==> src/rtl/smpm_pkg.sv <==
// Shared types, constants and codes for the stereo mixdown peak meter.
package smpm_pkg;

    localparam int SAMPLE_BITS = 24;
    localparam int METER_COUNT = 4;
    localparam int METER_IDX_BITS = $clog2(METER_COUNT);
    localparam int MODE_BITS = 3;
    localparam int COUNT_BITS = 2;

    typedef logic signed [SAMPLE_BITS-1:0] sample_t;
    typedef logic [SAMPLE_BITS-1:0] level_t;
    typedef level_t [METER_COUNT-1:0] level_arr_t;
    typedef logic [METER_IDX_BITS-1:0] meter_idx_t;
    typedef logic [COUNT_BITS-1:0] count_t;

    typedef enum logic [MODE_BITS-1:0] {
        MODE_FOUR_CH   = 3'd0,
        MODE_THREE_CH  = 3'd1,
        MODE_TWO_AVG   = 3'd2,
        MODE_TWO_DIFF  = 3'd3,
        MODE_ONE_DIFF  = 3'd4
    } mode_t;

    localparam meter_idx_t METER_ZERO  = 2'd0;
    localparam meter_idx_t METER_ONE   = 2'd1;
    localparam meter_idx_t METER_TWO   = 2'd2;
    localparam meter_idx_t METER_THREE = 2'd3;

    // Which meter a lane feeds, if any
    typedef struct packed {
        logic       en;
        meter_idx_t idx;
    } meter_sel_t;

    // Everything the first stage decides about one frame
    typedef struct packed {
        count_t     count;
        sample_t    first;
        sample_t    second;
        logic       clear;
        meter_sel_t sel_first;
        meter_sel_t sel_second;
    } frame_plan_t;

    typedef struct packed {
        meter_sel_t sel;
        sample_t    value;
    } lane_req_t;

    typedef struct packed {
        logic       hit;
        meter_idx_t idx;
        level_t     mag;
    } lane_res_t;

endpackage

==> src/rtl/smpm_if.sv <==
// Frame, result and configuration channels of the stereo mixdown peak meter.
interface smpm_frame_if;
    logic                  valid;
    logic                  ready;
    logic                  stream_select;
    smpm_pkg::sample_t     left_sample;
    smpm_pkg::sample_t     right_sample;
    logic                  clear_peaks;

    modport source (output valid, output stream_select, output left_sample,
                    output right_sample, output clear_peaks, input ready);
    modport sink (input valid, input stream_select, input left_sample,
                  input right_sample, input clear_peaks, output ready);
endinterface

interface smpm_result_if;
    logic                  valid;
    logic                  ready;
    smpm_pkg::count_t      mixed_count;
    smpm_pkg::sample_t     mixed_first;
    smpm_pkg::sample_t     mixed_second;
    smpm_pkg::level_t      peak_zero;
    smpm_pkg::level_t      peak_one;
    smpm_pkg::level_t      peak_two;
    smpm_pkg::level_t      peak_three;

    modport source (output valid, output mixed_count, output mixed_first,
                    output mixed_second, output peak_zero, output peak_one,
                    output peak_two, output peak_three, input ready);
    modport sink (input valid, input mixed_count, input mixed_first,
                  input mixed_second, input peak_zero, input peak_one,
                  input peak_two, input peak_three, output ready);
endinterface

interface smpm_cfg_if;
    logic                                valid;
    logic                                ready;
    logic [smpm_pkg::MODE_BITS-1:0]      channel_mode;

    modport source (output valid, output channel_mode, input ready);
    modport sink (input valid, input channel_mode, output ready);
endinterface

==> src/rtl/smpm_mix.sv <==
// Frame mixer: forms difference or average and routes the samples to meters.
module smpm_mix
(
    input  smpm_pkg::mode_t       mode,
    input  logic                  stream_select,
    input  smpm_pkg::sample_t     left_sample,
    input  smpm_pkg::sample_t     right_sample,
    input  logic                  clear_peaks,
    output smpm_pkg::frame_plan_t plan
);

    logic signed [smpm_pkg::SAMPLE_BITS:0] sum;
    logic signed [smpm_pkg::SAMPLE_BITS:0] dif;
    logic signed [smpm_pkg::SAMPLE_BITS:0] sum_half;
    logic signed [smpm_pkg::SAMPLE_BITS:0] dif_half;
    smpm_pkg::sample_t                     avg;
    smpm_pkg::sample_t                     diff;

    assign sum = {left_sample[smpm_pkg::SAMPLE_BITS-1], left_sample}
               + {right_sample[smpm_pkg::SAMPLE_BITS-1], right_sample};
    assign dif = {left_sample[smpm_pkg::SAMPLE_BITS-1], left_sample}
               - {right_sample[smpm_pkg::SAMPLE_BITS-1], right_sample};

    // Halve toward zero: floor shift, then bump odd negatives up by one
    assign sum_half = (sum >>> 1)
        + {{smpm_pkg::SAMPLE_BITS{1'b0}}, sum[smpm_pkg::SAMPLE_BITS] & sum[0]};
    assign dif_half = (dif >>> 1)
        + {{smpm_pkg::SAMPLE_BITS{1'b0}}, dif[smpm_pkg::SAMPLE_BITS] & dif[0]};

    assign avg  = sum_half[smpm_pkg::SAMPLE_BITS-1:0];
    assign diff = dif_half[smpm_pkg::SAMPLE_BITS-1:0];

    always_comb
    begin
        plan                = '0;
        plan.clear          = clear_peaks;
        case (mode)
            smpm_pkg::MODE_FOUR_CH:
            begin
                plan.count          = 2'd2;
                plan.first          = left_sample;
                plan.second         = right_sample;
                plan.sel_first.en   = 1'b1;
                plan.sel_first.idx  = stream_select ? smpm_pkg::METER_TWO
                                                    : smpm_pkg::METER_ZERO;
                plan.sel_second.en  = 1'b1;
                plan.sel_second.idx = stream_select ? smpm_pkg::METER_THREE
                                                    : smpm_pkg::METER_ONE;
            end
            smpm_pkg::MODE_THREE_CH:
            begin
                plan.sel_first.en = 1'b1;
                if (stream_select)
                begin
                    plan.count          = 2'd1;
                    plan.first          = diff;
                    plan.sel_first.idx  = smpm_pkg::METER_TWO;
                end
                else
                begin
                    plan.count          = 2'd2;
                    plan.first          = left_sample;
                    plan.second         = right_sample;
                    plan.sel_first.idx  = smpm_pkg::METER_ZERO;
                    plan.sel_second.en  = 1'b1;
                    plan.sel_second.idx = smpm_pkg::METER_ONE;
                end
            end
            smpm_pkg::MODE_TWO_AVG:
            begin
                plan.count         = 2'd1;
                plan.first         = avg;
                plan.sel_first.en  = 1'b1;
                plan.sel_first.idx = stream_select ? smpm_pkg::METER_ONE
                                                   : smpm_pkg::METER_ZERO;
            end
            smpm_pkg::MODE_TWO_DIFF:
            begin
                plan.count         = 2'd1;
                plan.first         = diff;
                plan.sel_first.en  = 1'b1;
                plan.sel_first.idx = stream_select ? smpm_pkg::METER_ONE
                                                   : smpm_pkg::METER_ZERO;
            end
            smpm_pkg::MODE_ONE_DIFF:
            begin
                // Aux frames carry no samples and feed no meter
                if (stream_select)
                begin
                    plan.count         = 2'd1;
                    plan.first         = diff;
                    plan.sel_first.en  = 1'b1;
                    plan.sel_first.idx = smpm_pkg::METER_ZERO;
                end
            end
            default:
            begin
                plan.count = 2'd0;
            end
        endcase
    end

endmodule

==> src/rtl/smpm_lane.sv <==
// Meter lane: magnitude of one sample and compare against its target meter.
module smpm_lane
(
    input  smpm_pkg::lane_req_t  req,
    input  smpm_pkg::level_arr_t base_levels,
    output smpm_pkg::lane_res_t  res
);

    smpm_pkg::level_t mag;

    // Two's complement negate; the most negative sample lands on 2^(N-1)
    assign mag = req.value[smpm_pkg::SAMPLE_BITS-1]
               ? smpm_pkg::level_t'(~req.value) + smpm_pkg::level_t'(1)
               : smpm_pkg::level_t'(req.value);

    assign res.mag = mag;
    assign res.idx = req.sel.idx;
    assign res.hit = req.sel.en && (mag > base_levels[req.sel.idx]);

endmodule

==> src/rtl/smpm_merge.sv <==
// Peak store: applies the clear and merges lane winners into the four meters.
module smpm_merge
(
    input  logic                 clk,
    input  logic                 rst_n,
    input  logic                 update,
    input  logic                 clear,
    input  smpm_pkg::lane_res_t  res_first,
    input  smpm_pkg::lane_res_t  res_second,
    output smpm_pkg::level_arr_t base_levels,
    output smpm_pkg::level_arr_t peak_levels
);

    smpm_pkg::level_arr_t peak_reg;
    smpm_pkg::level_arr_t peak_next;

    assign base_levels = clear ? '0 : peak_reg;
    assign peak_levels = peak_reg;

    // Lanes never aim at the same meter within one frame
    always_comb
    begin
        peak_next = peak_reg;
        if (update)
        begin
            for (int m = 0; m < smpm_pkg::METER_COUNT; m++)
            begin
                if (res_first.hit && res_first.idx == smpm_pkg::meter_idx_t'(m))
                begin
                    peak_next[m] = res_first.mag;
                end
                else if (res_second.hit
                         && res_second.idx == smpm_pkg::meter_idx_t'(m))
                begin
                    peak_next[m] = res_second.mag;
                end
                else
                begin
                    peak_next[m] = base_levels[m];
                end
            end
        end
    end

    always_ff @(posedge clk or negedge rst_n)
    begin
        if (!rst_n)
        begin
            peak_reg <= '0;
        end
        else
        begin
            peak_reg <= peak_next;
        end
    end

endmodule

==> src/rtl/stereo_mixdown_peak_meter.sv <==
// Top level: mode register, two-stage frame pipeline, meter lanes and result register.
// Takes one stereo frame per clock while the result side is not stalled and returns one
// result per frame, through the mixing stage and then the result register; a stalled
// result holds one frame in the mixing stage and one in the result register before the
// frame channel stops. The first stage forms the difference or average and picks the
// target meters from channel_mode; the second stage runs two meter lanes (magnitude and
// compare) side by side and merges their winners into the four peak meters, which is the
// loop that limits the rate to one frame per cycle. The peak fields of a result are the
// meters after that frame. channel_mode is written over the cfg channel, which is always
// ready; write it only while no frame is in flight.
module stereo_mixdown_peak_meter
(
    input  logic       clk,
    input  logic       rst_n,
    smpm_frame_if.sink   frame,
    smpm_cfg_if.sink     cfg,
    smpm_result_if.source result
);

    smpm_pkg::mode_t       mode_reg;
    smpm_pkg::mode_t       mode_next;

    logic                  s1_valid_reg;
    logic                  s1_valid_next;
    smpm_pkg::frame_plan_t s1_plan_reg;
    smpm_pkg::frame_plan_t plan;

    logic                  out_valid_reg;
    logic                  out_valid_next;
    smpm_pkg::count_t      out_count_reg;
    smpm_pkg::sample_t     out_first_reg;
    smpm_pkg::sample_t     out_second_reg;

    logic                  frame_accept;
    logic                  out_can_load;
    logic                  s1_advance;

    smpm_pkg::lane_req_t   req_first;
    smpm_pkg::lane_req_t   req_second;
    smpm_pkg::lane_res_t   res_first;
    smpm_pkg::lane_res_t   res_second;
    smpm_pkg::level_arr_t  base_levels;
    smpm_pkg::level_arr_t  peak_levels;

    assign cfg.ready = 1'b1;

    assign out_can_load = !out_valid_reg || result.ready;
    assign s1_advance   = s1_valid_reg && out_can_load;
    assign frame.ready  = !s1_valid_reg || out_can_load;
    assign frame_accept = frame.valid && frame.ready;

    always_comb
    begin
        mode_next = mode_reg;
        if (cfg.valid && cfg.ready)
        begin
            mode_next = smpm_pkg::mode_t'(cfg.channel_mode);
        end
    end

    always_comb
    begin
        s1_valid_next = s1_valid_reg;
        if (frame_accept)
        begin
            s1_valid_next = 1'b1;
        end
        else if (s1_advance)
        begin
            s1_valid_next = 1'b0;
        end
    end

    always_comb
    begin
        out_valid_next = out_valid_reg;
        if (s1_advance)
        begin
            out_valid_next = 1'b1;
        end
        else if (result.ready)
        begin
            out_valid_next = 1'b0;
        end
    end

    always_ff @(posedge clk or negedge rst_n)
    begin
        if (!rst_n)
        begin
            mode_reg      <= smpm_pkg::MODE_FOUR_CH;
            s1_valid_reg  <= 1'b0;
            out_valid_reg <= 1'b0;
        end
        else
        begin
            mode_reg      <= mode_next;
            s1_valid_reg  <= s1_valid_next;
            out_valid_reg <= out_valid_next;
        end
    end

    smpm_mix u_mix
    (
        .mode          (mode_reg),
        .stream_select (frame.stream_select),
        .left_sample   (frame.left_sample),
        .right_sample  (frame.right_sample),
        .clear_peaks   (frame.clear_peaks),
        .plan          (plan)
    );

    always_ff @(posedge clk)
    begin
        if (frame_accept)
        begin
            s1_plan_reg <= plan;
        end
        if (s1_advance)
        begin
            out_count_reg  <= s1_plan_reg.count;
            out_first_reg  <= s1_plan_reg.first;
            out_second_reg <= s1_plan_reg.second;
        end
    end

    assign req_first.sel    = s1_plan_reg.sel_first;
    assign req_first.value  = s1_plan_reg.first;
    assign req_second.sel   = s1_plan_reg.sel_second;
    assign req_second.value = s1_plan_reg.second;

    smpm_lane u_lane_first
    (
        .req         (req_first),
        .base_levels (base_levels),
        .res         (res_first)
    );

    smpm_lane u_lane_second
    (
        .req         (req_second),
        .base_levels (base_levels),
        .res         (res_second)
    );

    // Meters move exactly when the frame moves into the result register
    smpm_merge u_merge
    (
        .clk         (clk),
        .rst_n       (rst_n),
        .update      (s1_advance),
        .clear       (s1_plan_reg.clear),
        .res_first   (res_first),
        .res_second  (res_second),
        .base_levels (base_levels),
        .peak_levels (peak_levels)
    );

    assign result.valid        = out_valid_reg;
    assign result.mixed_count  = out_count_reg;
    assign result.mixed_first  = out_first_reg;
    assign result.mixed_second = out_second_reg;
    assign result.peak_zero    = peak_levels[smpm_pkg::METER_ZERO];
    assign result.peak_one     = peak_levels[smpm_pkg::METER_ONE];
    assign result.peak_two     = peak_levels[smpm_pkg::METER_TWO];
    assign result.peak_three   = peak_levels[smpm_pkg::METER_THREE];

    a_meters_hold: assert property (@(posedge clk) disable iff (!rst_n)
        !s1_advance |=> $stable(peak_levels))
        else $error("peak meters changed without a frame moving to the result");

    a_accept_fills_stage: assert property (@(posedge clk) disable iff (!rst_n)
        frame_accept |=> s1_valid_reg)
        else $error("accepted frame missing from the mixing stage");

    a_second_unused_zero: assert property (@(posedge clk) disable iff (!rst_n)
        result.valid && result.mixed_count != 2'd2 |-> result.mixed_second == '0)
        else $error("second sample not zero when fewer than two are valid");

    a_lanes_disjoint: assert property (@(posedge clk) disable iff (!rst_n)
        s1_valid_reg && s1_plan_reg.sel_first.en && s1_plan_reg.sel_second.en
        |-> s1_plan_reg.sel_first.idx != s1_plan_reg.sel_second.idx)
        else $error("both lanes target the same meter");

endmodule

==> src/flat_wrapper.sv <==
// flat-port wrapper written by rule: the top's interface ports become plain ports
module stereo_mixdown_peak_meter_flat 
  (clk, rst_n, frame_valid, frame_stream_select, frame_left_sample, frame_right_sample, frame_clear_peaks, frame_ready, cfg_valid, cfg_channel_mode, cfg_ready, result_valid, result_mixed_count, result_mixed_first, result_mixed_second, result_peak_zero, result_peak_one, result_peak_two, result_peak_three, result_ready);
  smpm_frame_if frame_i ();
  smpm_cfg_if cfg_i ();
  smpm_result_if result_i ();
  input  logic clk;
  input  logic rst_n;
  input wire logic [$bits(frame_i.valid)-1:0] frame_valid;
  input wire logic [$bits(frame_i.stream_select)-1:0] frame_stream_select;
  input wire logic [$bits(frame_i.left_sample)-1:0] frame_left_sample;
  input wire logic [$bits(frame_i.right_sample)-1:0] frame_right_sample;
  input wire logic [$bits(frame_i.clear_peaks)-1:0] frame_clear_peaks;
  output wire logic [$bits(frame_i.ready)-1:0] frame_ready;
  input wire logic [$bits(cfg_i.valid)-1:0] cfg_valid;
  input wire logic [$bits(cfg_i.channel_mode)-1:0] cfg_channel_mode;
  output wire logic [$bits(cfg_i.ready)-1:0] cfg_ready;
  output wire logic [$bits(result_i.valid)-1:0] result_valid;
  output wire logic [$bits(result_i.mixed_count)-1:0] result_mixed_count;
  output wire logic [$bits(result_i.mixed_first)-1:0] result_mixed_first;
  output wire logic [$bits(result_i.mixed_second)-1:0] result_mixed_second;
  output wire logic [$bits(result_i.peak_zero)-1:0] result_peak_zero;
  output wire logic [$bits(result_i.peak_one)-1:0] result_peak_one;
  output wire logic [$bits(result_i.peak_two)-1:0] result_peak_two;
  output wire logic [$bits(result_i.peak_three)-1:0] result_peak_three;
  input wire logic [$bits(result_i.ready)-1:0] result_ready;
  assign frame_i.valid = frame_valid;
  assign frame_i.stream_select = frame_stream_select;
  assign frame_i.left_sample = frame_left_sample;
  assign frame_i.right_sample = frame_right_sample;
  assign frame_i.clear_peaks = frame_clear_peaks;
  assign frame_ready = frame_i.ready;
  assign cfg_i.valid = cfg_valid;
  assign cfg_i.channel_mode = cfg_channel_mode;
  assign cfg_ready = cfg_i.ready;
  assign result_valid = result_i.valid;
  assign result_mixed_count = result_i.mixed_count;
  assign result_mixed_first = result_i.mixed_first;
  assign result_mixed_second = result_i.mixed_second;
  assign result_peak_zero = result_i.peak_zero;
  assign result_peak_one = result_i.peak_one;
  assign result_peak_two = result_i.peak_two;
  assign result_peak_three = result_i.peak_three;
  assign result_i.ready = result_ready;
  stereo_mixdown_peak_meter u_core (.clk(clk), .rst_n(rst_n), .frame(frame_i), .cfg(cfg_i), .result(result_i));
endmodule
==> config.mk <==
export PLATFORM = sky130hd
export DESIGN_NAME = stereo_mixdown_peak_meter_flat
export DESIGN_NICKNAME = d
export VERILOG_FILES = /design/src/rtl/smpm_pkg.sv /design/src/rtl/smpm_if.sv /design/src/rtl/smpm_mix.sv /design/src/rtl/smpm_lane.sv /design/src/rtl/smpm_merge.sv /design/src/rtl/stereo_mixdown_peak_meter.sv /design/src/flat_wrapper.sv
export SDC_FILE = /design/constraint.sdc
export NUM_CORES = 1
export LEC_CHECK = 0
export ABC_CLOCK_PERIOD_IN_PS = 7600
export BUFFER_PORTS_ARGS = -buffer_cell sky130_fd_sc_hd__buf_2
export CAP_MARGIN = 20
export CORE_ASPECT_RATIO = 0.5
export CORE_MARGIN = 2
export CORE_UTILIZATION = 44
export CTS_CLUSTER_DIAMETER = 100
export DETAILED_ROUTE_END_ITERATION = 16
export HOLD_SLACK_MARGIN = 0.05
export PLACE_DENSITY_LB_ADDON = 0.25
export SLEW_MARGIN = 20
export SYNTH_ARGS = -nofsm -noshare
export SYNTH_HDL_FRONTEND = slang
export SYNTH_SLANG_ARGS = --single-unit
==> constraint.sdc <==
create_clock -name clk -period 7.6 [get_ports clk]
set_input_delay 0.38 -clock clk [delete_from_list [all_inputs] [get_ports clk]]
set_output_delay 0.38 -clock clk [all_outputs]
set_load 0.02 [all_outputs]
Word-level counts from Yosys, hierarchy flattened
Cells that the tools add are included.
Cells by class
  $add $sub $neg: 6
  $mul: 0
  divide/modulo/power cells: 0
  $lt $le $gt $ge: 4
  eq/ne operators: 10
  shift-type cells: 0
  mux-type cells: 32
  bitwise gates (word level): 4
  reduce and logical (&&, ||, !) cells: 23
Operators by type and width (number)
  $mux 24: 13
  $pmux 24 s5: 1
  $bmux 24 s2: 2
  $mux 96: 1
  $add 24x1->24: 2
  $add 24x1->24 const B: 2
  $gt 24x24->1: 2
  $not 24->24: 2
  $pmux 24 s2: 1
  $mux 26: 1
  $add 24x24->25: 1
  $mux 25: 1
  $sub 24x24->25: 1
  $logic_and 1x1->1: 12
  $pmux 3 s3: 1
  $eq 2x2->1 const B: 4
  $pmux 2 s4: 1
  $eq 3x2->1 const B: 2
  $lt 2x3->1 const B: 2
  $mux 3: 2
  $pmux 3 s2: 1
  $mux 1: 5
  $eq 2x1->1 const B: 2
  $logic_not 2->1: 2
  9 further kinds: 15
Storage, ports and cells
  bits in registers: 208
  bits in latches: 0
  bits in writable memories: 0
  bits in read-only memories: 0
  input bits: 58
  output and inout bits: 149
  word-level logic and storage cells: 97
  memories: 0

Depth between registers and ports, before layout
Gate-level depths: netlist of the first run.
  word-level depth: 8
  depth in mapped cells: 21
  mapped depth without buffers: 19

Cells and area by module
From an unflattened synthesis of the first run, not the netlist that was laid out.
Unflattened totals
  cell total of the unflattened synthesis: 1826
  area total of the unflattened synthesis: 17566.8 µm²
By module, submodules not included
  smpm_merge: instances 1, cells each 629, area each 6132.1 µm²
  smpm_mix: instances 1, cells each 709, area each 4664.5 µm²
  stereo_mixdown_peak_meter: instances 1, cells each 123, area each 3434.5 µm²
  smpm_lane at u_core.u_lane_first: instances 1, cells each 183, area each 1677.9 µm²
  smpm_lane at u_core.u_lane_second: instances 1, cells each 182, area each 1657.8 µm²

Worst setup path after synthesis of the first run
OpenSTA, ideal clock, no wires.
  path kind: reg2reg
  start point: reg u_core.s1_plan_reg, in the netlist u_core.req_first[2]
  end point: reg u_core.u_merge.peak_reg, in the netlist u_core.u_merge.peak_levels[27]
  library setup time: 0.066 ns
  arrival time: 5.676 ns
  required time: 7.534 ns
  slack: 1.858 ns
  cell stages (with the launch flop): 21
  buffers on the path: 1
  cell sequence: edfxtp_1 -> or3_1 -> or2_4 -> or4_4 -> or3_4 -> or3_4 -> o31ai_1 -> xor2_1 -> inv_1 -> ha_1 -> a21o_1 -> a21o_1 -> a21o_1 -> a21o_1 -> a211o_1 -> a221oi_1 -> o31ai_1 -> and3_1 -> nor4_1 -> clkbuf_1 -> a221o_1
On the way
  longest elaborated chain between the ends: 7
RTL lines
  start: declaration: line stereo_mixdown_peak_meter.sv:25  | smpm_pkg::frame_plan_t s1_plan_reg;
  start signal: assignment: line stereo_mixdown_peak_meter.sv:117  | s1_plan_reg <= plan;
  $not 24->24: line smpm_lane.sv:13  | ? smpm_pkg::level_t'(~req.value) + smpm_pkg::level_t'(1)
  $add 24x1->24: line smpm_lane.sv:13
  $mux 24 (*): line smpm_lane.sv:13
  $gt 24x24->1: line smpm_lane.sv:18  | assign res.hit = req.sel.en && (mag > base_levels[req.sel.idx]);
  $logic_and 1x1->1: line smpm_lane.sv:18
  $logic_and 1x1->1: line smpm_merge.sv:28  | if (res_first.hit && res_first.idx == smpm_pkg::meter_idx_t'(m))
  $mux 24 (*): line smpm_merge.sv:28
  end signal: assignment: line smpm_merge.sv:53  | peak_reg <= peak_next;
  end: declaration: line smpm_merge.sv:14  | smpm_pkg::level_arr_t peak_reg;
Mark *: on every way between the ends. The rest lies on a longest branch, timed or not.
A chain may end at the register's enable or synchronous reset.

Worst setup path after layout of the first run
  start point: reg u_core.s1_plan_reg, in the netlist u_core.req_first[2]
  end point: reg u_core.u_merge.peak_reg, in the netlist u_core.u_merge.peak_levels[34]
The elaborated chain is that of the path after synthesis.

==> impl_results.md, run 1 <==
* Status: completed
* Die Y at between 100 and 150 um
* Max-slew violation count at 0
* CTS Sinks at around 210
* Post-DP HPWL at about 36000 um
* Initial antenna violation count at 1
* Max reg flops at between 90 and 100
* Final setup skew at around 0.021 ns
* Post-synth ARST share at approximately 49%
* Antenna viol nets, final at 0
* Final setup vio count at 0
* PostCTS Resize Cnt at 0
* VDD IR max at between 100 and 150 uV
* Non-Filler Instances at ~2200
* Yosys synthesis warning count at 0
* WP data required at ~8.1 ns
* Setup TNS at 0 ns
* Slew @ Worst Pin at roughly 1.1 ns
* HP Class: in2reg
* N_diodes at 0
* FMAX at approximately 0.16 GHz
* Total grt overflow at 0
* Nets at ~1900
* Critical Path End Type: flop
* RSZ-0062 raised after global routing: false
* Post-Place Cells at between 2000 and 2500
* Final GP Congestion at roughly 0.93
* Total CTS buffers at 22
* Main synth FF type: edfxtp_1
* Cell area after synthesis at about 0.015 mm^2
* Longest Clk Path Bufs at 3
* DRT Pass-1 Iters at 6
* Drt initial violations at between 1000 and 1500
* Final hold viol count at 0
* Syn avg cell area at between 9 and 10 um^2
* Final setup margin at 1.19 ns
* Std cell rows at 48
* Slew Limit Headroom at between 20 and 30%
* Vias per inst at about 5.9
* Vias after detailed routing at ~13000
* Post-synth EDFFs at around 110
* Final Cycle Share at between 80% and 90%
* Fin crit period at between 6 and 7 ns
* Dpl ws at 1.20 ns
* Syn Nets at between 1500 and 2000
* GRT Resource Usage Total at between 20% and 30%
* CTS tree: built
* Layout cell share with drive strength beyond 1 at between 10% and 20%
* Cells after synthesis at 1584
* Critical-path maximum fanout at 17
* I/O Buffers at 205
* Die X at roughly 270 um
* Worst Hold Depth at 3
* Startpoint Class: flop
* Final wirelength at 47400 um
* DR WL/cell at around 21 um
* Top-Level Pins at roughly 210
* H-Tree Depth at 1
* Core Area at between 0.03 and 0.04 mm^2
* Clock Latency Late Sink at roughly 0.52 ns
* Critical Path AT at about 6.9 ns
* Pleak at ~7.5 nW
* Area Growth Syn to Fin at 14.5%
* CTS Root Cell: clkbuf_16
* Post-CTS Setup Repair Bufs at 0
* Commonest non-fill, non-tap cells in the layout: buf_2 (204), nor2_1 (123), edfxtp_1 (106), o21ai_0 (105), ha_1 (102)
* Number of global-route vias before repair at roughly 12000
* Power per cell area at about 230 mW/mm^2
* Number of distinct library cells after synthesis at between 70 and 80
* Type of the worst setup path: reg2reg
* First-pass GRT wire length at just over 70000 um
* Die area at between 0.03 and 0.04 mm^2
* Commonest non-fill, non-tap cell in the layout: buf_2
* Number of remaining DRC errors at 0
* Post-synthesis sequential area ratio at a little under two fifths
* Worst-path clk slew at 0.06 ns
* Hold_buf cts at 3
* Starting Density at ~45%
* #FFs+latches synth at between 200 and 250
* Pin count of the biggest net entering global routing at 83
* R2R cell count at 20
* Max Cap Violations at 0
[stage by stage]
| stage | hold WS, ns | area (um^2) | utilization [%] | power (mW) |
|---|---|---|---|---|
| floorplan | 0.0844 | 15500 | - | 2.60 |
| global placement | 0.278 | 17000 | 49.2 | 3.12 |
| detailed placement | 0.281 | 17000 | 49.2 | 3.14 |
| CTS | 0.0602 | 17700 | 51.3 | 4.17 |
| global route | 0.0797 | 17700 | 51.3 | 4.40 |
| finish | 0.0718 | 17700 | 51.3 | 4.17 |
[worst max-delay path, stage by stage (launching register included)]
cell and delay, ns:
edfxtp_1 0.47, or3_1 0.41, or2_4 0.26, or4_4 0.43, or3_4 0.40, or3_4 0.39
o31ai_1 0.24, xor2_1 0.42, inv_1 0.09, ha_1 0.32, a21o_1 0.18, a21o_1 0.16
a21o_1 0.16, a21o_1 0.16, a211o_1 0.29, a221oi_1 0.27, o31ai_1 0.21, and3_1 0.24
nor4_2 0.65, buf_4 0.37, a221o_1 0.19
[path summary, 6_finish.rpt]
path | start | end | slack (ns)
max | u_core.req_first[2]$_DFFE_PP_ | u_core.u_merge.peak_levels[34]$_DFFE_PN0P_ | 1.19
min | cfg_channel_mode[1] | u_core.mode_reg[1]$_DFFE_PN0P_ | 0.07
max reg2reg | u_core.req_first[2]$_DFFE_PP_ | u_core.u_merge.peak_levels[34]$_DFFE_PN0P_ | 1.19
min reg2reg | u_core.s1_plan_reg[55]$_DFFE_PP_ | u_core.result.mixed_count[0]$_DFFE_PP_ | 0.43
max in group asynchronous | rst_n | u_core.u_merge.peak_levels[44]$_DFFE_PN0P_ | 6.23
min in group asynchronous | rst_n | u_core.mode_reg[0]$_DFFE_PN0P_ | 0.30
[synthesized netlist by cell type, drive strengths merged (10+ instances only)]
cell type	instances	share of area (%)
xnor2	67	3.8
buf	14	0.39
nand2b	74	3.0
a21o	34	1.6
o21ai	105	3.4
nand4	24	0.97
nand2	77	1.9
nor2	123	3.0
inv	78	1.9
clkbuf	70	1.7
nor2b	21	0.85
dfrtp	101	16
mux4	48	7.0
a22oi	14	0.68
edfxtp	106	21
a2111oi	11	0.66
or3	22	0.98
a221o	53	3.4
o21a	10	0.48
a211oi	13	0.63
ha	102	8.2
a21oi	58	1.9
nor3	23	0.74
nand3	72	2.3
nor4	16	0.65
and3	13	0.52
xor2	40	2.3
and2	32	1.3
o211ai	17	0.82
o31ai	27	1.4
[cell type report]
class,instances,area [um^2]
Tap cell,475,594
Timing Repair Buffer,231,1230
Clock inverter,7,81.3
Fill cell,3204,16800
Multi-Input combinational cell,1213,9220
Inverter,80,300
Clock buffer,32,608
Sequential cell,207,5710
[cells by family (layout without fill, tap and decap cells)]
group / Yosys count / in the layout / share of synthesized area, %
simple gates: 540 / 540 / 18.5
compound gates: 407 / 407 / 18.6
flops: 207 / 207 / 36.8
buf+inv: 164 / 350 / 4.02
xor+xnor: 107 / 107 / 6.10
fa+ha+maj: 104 / 104 / 8.49
mux: 54 / 54 / 7.38
other cells: 1 / 1 / 0.0242
[power breakdown]
| part | internal, mW | leakage, nW | total (mW) | switching [mW] |
|---|---|---|---|---|
| clock | 0.592 | 0.333 | 1.03 | 0.436 |
| sequential | 1.38 | 2.40 | 1.59 | 0.208 |
| combinational | 0.613 | 4.73 | 1.56 | 0.944 |
| total | 2.58 | 7.46 | 4.17 | 1.59 |
[per-layer routing]
| layer | GRT usage (%) | share of wire [%] |
|---|---|---|
| met1 | 35.8 | 45 |
| met2 | 40.7 | 46 |
| met3 | 3.32 | 6.8 |
| met4 | 6.23 | 2.1 |
| met5 | 0 | 0 |
Note: power is estimated with default switching activity, not from simulation.
==> run 2: changes to the inputs <==
--- a/config.mk
+++ b/config.mk
@@ -5,7 +5,7 @@
 export SDC_FILE = /design/constraint.sdc
 export NUM_CORES = 1
 export LEC_CHECK = 0
-export ABC_CLOCK_PERIOD_IN_PS = 7600
+export ABC_CLOCK_PERIOD_IN_PS = 6400
 export BUFFER_PORTS_ARGS = -buffer_cell sky130_fd_sc_hd__buf_2
 export CAP_MARGIN = 20
 export CORE_ASPECT_RATIO = 0.5
==> constraint.sdc (replaced) <==
create_clock -name clk -period 6.4 [get_ports clk]
set_input_delay 0.32 -clock clk [delete_from_list [all_inputs] [get_ports clk]]
set_output_delay 0.32 -clock clk [all_outputs]
set_load 0.02 [all_outputs]
==> run 2 against run 1 <==
- non-clock buffer count grew 28
- critical path type unchanged
- final area is 1.6% higher
- routed wire length rose by 1.6%
- fmax increased by 5.2%
- via count rose by 1.8%
- largest cell class unchanged
==> impl_results.md, run 2 (same netlist as run 1, synthesis figures left out) <==
* Final setup vio count at 0 (unchanged)
* DRT Pass-1 Iters at 5 (was 6)
* Max-slew violation count at 0 (unchanged)
* Max reg flops at 96 (unchanged)
* Startpoint Class: flop (unchanged)
* Critical Path End Type: flop (unchanged)
* Die Y at 137 um (unchanged)
* CTS tree: built (unchanged)
* Drt initial violations at 1330 (was 1183)
* Final hold viol count at 0 (unchanged)
* Number of global-route vias before repair at 12500 (was 12400)
* Post-Place Cells at 2226 (was 2203)
* Top-Level Pins at 207 (unchanged)
* Post-DP HPWL at 36800 um (was 36200 um)
* WP data required at 6.85 ns (was 8.05 ns)
* Layout cell share with drive strength beyond 1 at 20.6% (was 19.2%)
* Total CTS buffers at 23 (was 22)
* Setup TNS at 0 ns (unchanged)
* Die X at 269 um (unchanged)
* Critical Path AT at 6.55 ns (was 6.85 ns)
* Final wirelength at 48200 um (was 47400 um)
* Power per cell area at 283 mW/mm^2 (was 235 mW/mm^2)
* Vias after detailed routing at 13500 (was 13300)
* H-Tree Depth at 1 (unchanged)
* Core Area at 0.0346 mm^2 (unchanged)
* Commonest non-fill, non-tap cell in the layout: buf_2 (unchanged)
* Antenna viol nets, final at 0 (unchanged)
* Final Cycle Share at 95.2% (was 84.3%)
* Final setup skew at 0.0218 ns (was 0.0208 ns)
* Status: completed (unchanged)
* Pin count of the biggest net entering global routing at 58 (was 83)
* Final GP Congestion at 0.907 (was 0.925)
* Nets at 1946 (was 1917)
* FMAX at 0.164 GHz (was 0.156 GHz)
* Slew Limit Headroom at 26.4% (was 28.0%)
* Reg2Reg Launch Point: u_core.req_first[2]$_DFFE_PP_ (unchanged)
* Commonest non-fill, non-tap cells in the layout: buf_2 (204), nor2_1 (123), edfxtp_1 (106), o21ai_0 (105), ha_1 (102) (unchanged)
* CTS Sinks at 207 (unchanged)
* Critical Path Start: u_core.req_first[2]$_DFFE_PP_ (unchanged)
* CTS Root Cell: clkbuf_16 (unchanged)
* Std cell rows at 48 (unchanged)
* Slew @ Worst Pin at 1.10 ns (was 1.05 ns)
* Area of all sequential standard cells at 0.00571 mm^2 (unchanged)
* DR WL/cell at 21.2 um (was 21.1 um)
* Fin crit period at 6.09 ns (was 6.41 ns)
* Number of remaining DRC errors at 0 (unchanged)
* Overall power at 5.10 mW (was 4.17 mW)
* Type of the worst setup path: reg2reg (unchanged)
* Hold path startpoint: result_ready (was cfg_channel_mode[1])
* First-pass GRT wire length at 73300 um (was 72200 um)
* Pleak at 7.62 nW (was 7.46 nW)
* Vias per inst at 5.95 (was 5.92)
* Clock Latency Late Sink at 0.53 ns (was 0.52 ns)
* Fillers at 3156 (was 3204)
* Post-CTS Setup Repair Bufs at 0 (unchanged)
* VDD IR max at 230 uV (was 141 uV)
* Footprint of the multi-input gates at 0.00922 mm^2 (unchanged)
* Max Cap Violations at 0 (unchanged)
* N_diodes at 0 (unchanged)
* Initial antenna violation count at 0 (was 1)
* Area Growth Syn to Fin at 16.3% (was 14.5%)
* GRT Resource Usage Total at 25.4% (was 25.1%)
* HP Class: in2reg (unchanged)
* Critical-path maximum fanout at 9 (was 17)
* Longest Clk Path Bufs at 3 (unchanged)
* Non-Filler Instances at 2275 (was 2245)
* Starting Density at 44.8% (unchanged)
* RSZ-0062 raised after global routing: false (unchanged)
* PostCTS Resize Cnt at 0 (unchanged)
* I/O Buffers at 205 (unchanged)
* Worst-path clk slew at 0.06 ns (about the same)
* Total grt overflow at 0 (unchanged)
* Die area at 0.0368 mm^2 (unchanged)
* Hold_buf cts at 8 (was 3)
[run 2: changes by cell type in the layout (fill, tap and decap cells not counted), sizes merged]
cell,change
buf,+23
dlygate4sd3,+5
clkbuf,-3
inv,+3
clkinvlp,+2
bufinv,+1
clkinv,-1
[run 2: final timing paths]
kind	cells past startpoint	end	slack, ns
min in group asynchronous	2	u_core.u_merge.peak_levels[53]$_DFFE_PN0P_	0.38
setup reg to reg	19	u_core.u_merge.peak_levels[91]$_DFFE_PN0P_	0.31
hold / removal	3	u_core.result.valid$_DFFE_PN0P_	0.09
setup / recovery	19	u_core.u_merge.peak_levels[91]$_DFFE_PN0P_	0.31
max in group asynchronous	3	u_core.u_merge.peak_levels[17]$_DFFE_PN0P_	4.82
hold reg to reg	0	u_core.result.mixed_count[0]$_DFFE_PP_	0.42
[run 2: routing by layer]
| layer | vias up | part of all wire [%] | global-route usage, % | routed length (um) |
|---|---|---|---|---|
| li1 | 6356 | - | - | - |
| met2 | 480 | 46 | 41.7 | 22300 |
| met5 | - | 0 | 0 | 0 |
| met3 | 58 | 6.3 | 2.67 | 3050 |
| met1 | 6642 | 45 | 36.4 | 21900 |
| met4 | 0 | 1.9 | 5.93 | 911 |
[run 2: worst max-delay path, cell delays in order (launching register included)]
cell      delay [ns]
edfxtp_1        0.46
or3_1           0.39
or2_4           0.25
or4_4           0.43
or3_4           0.39
or3_4           0.39
or3_4           0.40
nand2_1         0.09
xor2_1          0.44
inv_1           0.09
ha_1            0.33
a21o_1          0.16
a21o_1          0.17
a211o_1         0.29
a221oi_1        0.35
o31ai_1         0.23
and3_1          0.24
o31ai_4         0.49
buf_4           0.27
a221o_1         0.16
[run 2: area by class of cell]
| type | instances | area share [%] |
|---|---|---|
| Clock buffer | 29 | 3.37 |
| Clock inverter | 12 | 0.812 |
| Inverter | 80 | 1.67 |
| Multi-Input combinational cell | 1213 | 51.1 |
| Sequential cell | 207 | 31.7 |
| Tap cell | 475 | 3.30 |
| Timing Repair Buffer | 259 | 8.06 |
[run 2: report_power, final]
part           internal (mW)  switching [mW]
Sequential              1.64           0.251
Combinational          0.754            1.13
Clock                  0.768           0.558
[run 2: metrics by stage]
step	hold WS [ns]	worst slack (ns)	util [%]	area (um^2)
after floorplan	0.0244	0.658	-	15500
after global routing	0.0819	0.0508	52.1	18000
after CTS	0.0687	0.387	52.1	18000
after detailed placement	0.382	0.450	49.7	17200
final	0.0871	0.305	52.1	18000
after global placement	0.380	0.642	49.7	17200
==> run 3: changes to the inputs <==
--- a/config.mk
+++ b/config.mk
@@ -5,7 +5,7 @@
 export SDC_FILE = /design/constraint.sdc
 export NUM_CORES = 1
 export LEC_CHECK = 0
-export ABC_CLOCK_PERIOD_IN_PS = 6400
+export ABC_CLOCK_PERIOD_IN_PS = 5500
 export BUFFER_PORTS_ARGS = -buffer_cell sky130_fd_sc_hd__buf_2
 export CAP_MARGIN = 20
 export CORE_ASPECT_RATIO = 0.5
==> constraint.sdc (replaced) <==
create_clock -name clk -period 5.5 [get_ports clk]
set_input_delay 0.275 -clock clk [delete_from_list [all_inputs] [get_ports clk]]
set_output_delay 0.275 -clock clk [all_outputs]
set_load 0.02 [all_outputs]
==> run 3 against run 2 <==
- clock skew shrank 0.0065 ns
- fmax rose by 12%
- final cell count grew 1.4%
- critical path depth rose by 1
- sequential power rose by 16%
- sequential share of layout area decreased by 0.64 points
- non-clock buffer count is 34 higher
- global-route usage is 0.65 points higher
- core utilization up 1.1 points
- clock power is 9% higher
==> impl_results.md, run 3 (same netlist as run 1, synthesis figures left out) <==
* Status: completed (unchanged)
* Post-DP HPWL at 38000 um (was 36800 um)
* Commonest non-fill, non-tap cells in the layout: buf_2 (204), nor2_1 (123), edfxtp_1 (106), o21ai_0 (105), dfrtp_1 (101) (was buf_2 (204), nor2_1 (123), edfxtp_1 (106), o21ai_0 (105), ha_1 (102))
* Critical Path AT at 5.87 ns (was 6.55 ns)
* Final GP Congestion at 0.958 (was 0.907)
* Die area at 0.0368 mm^2 (unchanged)
* Power per cell area at 324 mW/mm^2 (was 283 mW/mm^2)
* Total CTS buffers at 22 (was 23)
* Final hold viol count at 0 (unchanged)
* Area Growth Syn to Fin at 18.7% (was 16.3%)
* DR WL/cell at 21.4 um (was 21.2 um)
* N_diodes at 0 (unchanged)
* Slew Limit Headroom at 40.8% (was 26.4%)
* First-pass GRT wire length at 74800 um (was 73300 um)
* WHS at 0.0574 ns (was 0.0871 ns)
* DRT Pass-1 Iters at 5 (unchanged)
* Final core utilization at 53.2% (was 52.1%)
* Critical-path maximum fanout at 8 (was 9)
* CTS Root Cell: clkbuf_16 (unchanged)
* Clock Latency Late Sink at 0.51 ns (was 0.53 ns)
* CTS tree: built (unchanged)
* Max reg flops at 96 (unchanged)
* I/O Buffers at 205 (unchanged)
* NetSw at 2.26 mW (was 1.94 mW)
* Core Area at 0.0346 mm^2 (unchanged)
* Final setup skew at 0.0153 ns (was 0.0218 ns)
* Number of remaining DRC errors at 0 (unchanged)
* WP data required at 5.95 ns (was 6.85 ns)
* HP Class: in2reg (unchanged)
* RSZ-0062 raised after global routing: true (was false)
* Slew @ Worst Pin at 0.888 ns (was 1.10 ns)
* Total grt overflow at 0 (unchanged)
* Vias after detailed routing at 13700 (was 13500)
* VDD IR max at 221 uV (was 230 uV)
* Worst-path clk slew at 0.06 ns (about the same)
* H-Tree Depth at 1 (unchanged)
* Pleak at 7.79 nW (was 7.62 nW)
* Clock power frac at 24.3% (was 26.0%)
* Nets at 1979 (was 1946)
* Die Y at 137 um (unchanged)
* Drt initial violations at 1327 (was 1330)
* Critical Path End Type: flop (unchanged)
* Initial antenna violation count at 1 (was 0)
* Type of the worst setup path: reg2reg (unchanged)
* Switching share of power at 37.9% (was 38.1%)
* Std cell rows at 48 (unchanged)
* Internal power component at 3.70 mW (was 3.16 mW)
* Starting Density at 44.8% (unchanged)
* Final Cycle Share at 98.6% (was 95.2%)
* Max-slew violation count at 0 (unchanged)
* Dpl ws at 0.0730 ns (was 0.450 ns)
* FMAX at 0.184 GHz (was 0.164 GHz)
* Die X at 269 um (unchanged)
* Antenna viol nets, final at 0 (unchanged)
* Final wirelength at 49400 um (was 48200 um)
* Final setup vio count at 0 (unchanged)
* Top-Level Pins at 207 (unchanged)
* Number of global-route vias before repair at 12700 (was 12500)
* Worst reg-to-reg setup slack at 0.08 ns (was 0.31 ns)
* Max Cap Violations at 0 (unchanged)
* Flop pwr share at 37.0% (about the same)
* Pin count of the biggest net entering global routing at 69 (was 58)
* Startpoint Class: flop (unchanged)
* Fin crit period at 5.42 ns (was 6.09 ns)
* Final setup margin at 0.0789 ns (was 0.305 ns)
* GRT Resource Usage Total at 26.0% (was 25.4%)
* Commonest non-fill, non-tap cell in the layout: buf_2 (unchanged)
* Layout cell share with drive strength beyond 1 at 22.4% (was 20.6%)
* Vias per inst at 5.95 (about the same)
* Logic pwr share at 38.7% (was 37.0%)
* CTS Sinks at 207 (unchanged)
* Longest Clk Path Bufs at 3 (unchanged)
[run 3: metrics by stage]
stage               cell area (um^2)  setup TNS, ns  total power [mW]  cells
floorplan                      15600              0              3.61   1584
global placement               17500              0              4.43   2254
detailed placement             17500              0              4.46   2254
CTS                            18300              0              5.91   2300
global route                   18400          -2.75              6.26   2306
finish                         18400              0              5.96   2306
[run 3: critical path: stages (launching register included)]
cell and delay, ns:
edfxtp_1 0.39, or3_4 0.40, or2_4 0.27, or4_4 0.48, or3_4 0.39, or3_4 0.40
o31ai_4 0.21, xor2_2 0.19, inv_2 0.06, ha_4 0.21, a21o_1 0.17, a21o_1 0.15
a21o_1 0.15, a21o_1 0.15, a211o_1 0.27, a221oi_2 0.35, o31ai_4 0.17, and3_4 0.20
o31ai_4 0.38, buf_6 0.21, a221o_1 0.16
[run 3: worst paths after layout]
path                                                               to                        startpoint  cells after the start
setup / recovery           u_core.u_merge.peak_levels[30]$_DFFE_PN0P_     u_core.req_first[3]$_DFFE_PP_                     20
hold / removal                        u_core.result.valid$_DFFE_PN0P_                      result_ready                      3
setup reg to reg           u_core.u_merge.peak_levels[30]$_DFFE_PN0P_     u_core.req_first[3]$_DFFE_PP_                     20
hold reg to reg                u_core.result.mixed_count[0]$_DFFE_PP_  u_core.s1_plan_reg[55]$_DFFE_PP_                      0
max in group asynchronous  u_core.u_merge.peak_levels[17]$_DFFE_PN0P_                             rst_n                      3
min in group asynchronous   u_core.u_merge.peak_levels[5]$_DFFE_PN0P_                             rst_n                      2
[run 3: timing repair]
item / 4_1_cts / 5_1_grt
hold endpoints to repair: 38 / 0
buffers inserted: 0 / 3
hold buffers: 8 / 0
gates resized for setup: 0 / 24
setup endpoints to repair: 0 / 48
[run 3: layout make-up]
cell class                 count  area, um^2
inverter                      80         300
tap                          475         594
timing repair buffer         293        1770
clock buffer                  28         594
fill                        3109       16200
multi-input combinational   1213        9330
clock inverter                10        93.8
sequential                   207        5710
[run 3: power by group through the flow]
| stage | clock network, mW | logic, mW | registers (mW) |
|---|---|---|---|
| floorplan | 0 | 1.26 | 2.34 |
| global placement | 0 | 2.21 | 2.22 |
| detailed placement | 0 | 2.23 | 2.22 |
| CTS | 1.46 | 2.25 | 2.20 |
| global route | 1.52 | 2.50 | 2.23 |
| finish | 1.45 | 2.31 | 2.20 |
[run 3: layer usage]
metal  part of all wire [%]  vias up  global-route usage, %  routed length (um)
met5                      0        -                      0                   0
met4                    2.2        0                   6.33                1090
met3                    6.7       66                   4.51                3310
met2                     46      445                   41.8               22600
met1                     45     6796                   36.8               22300
li1                       -     6417                      -                   -
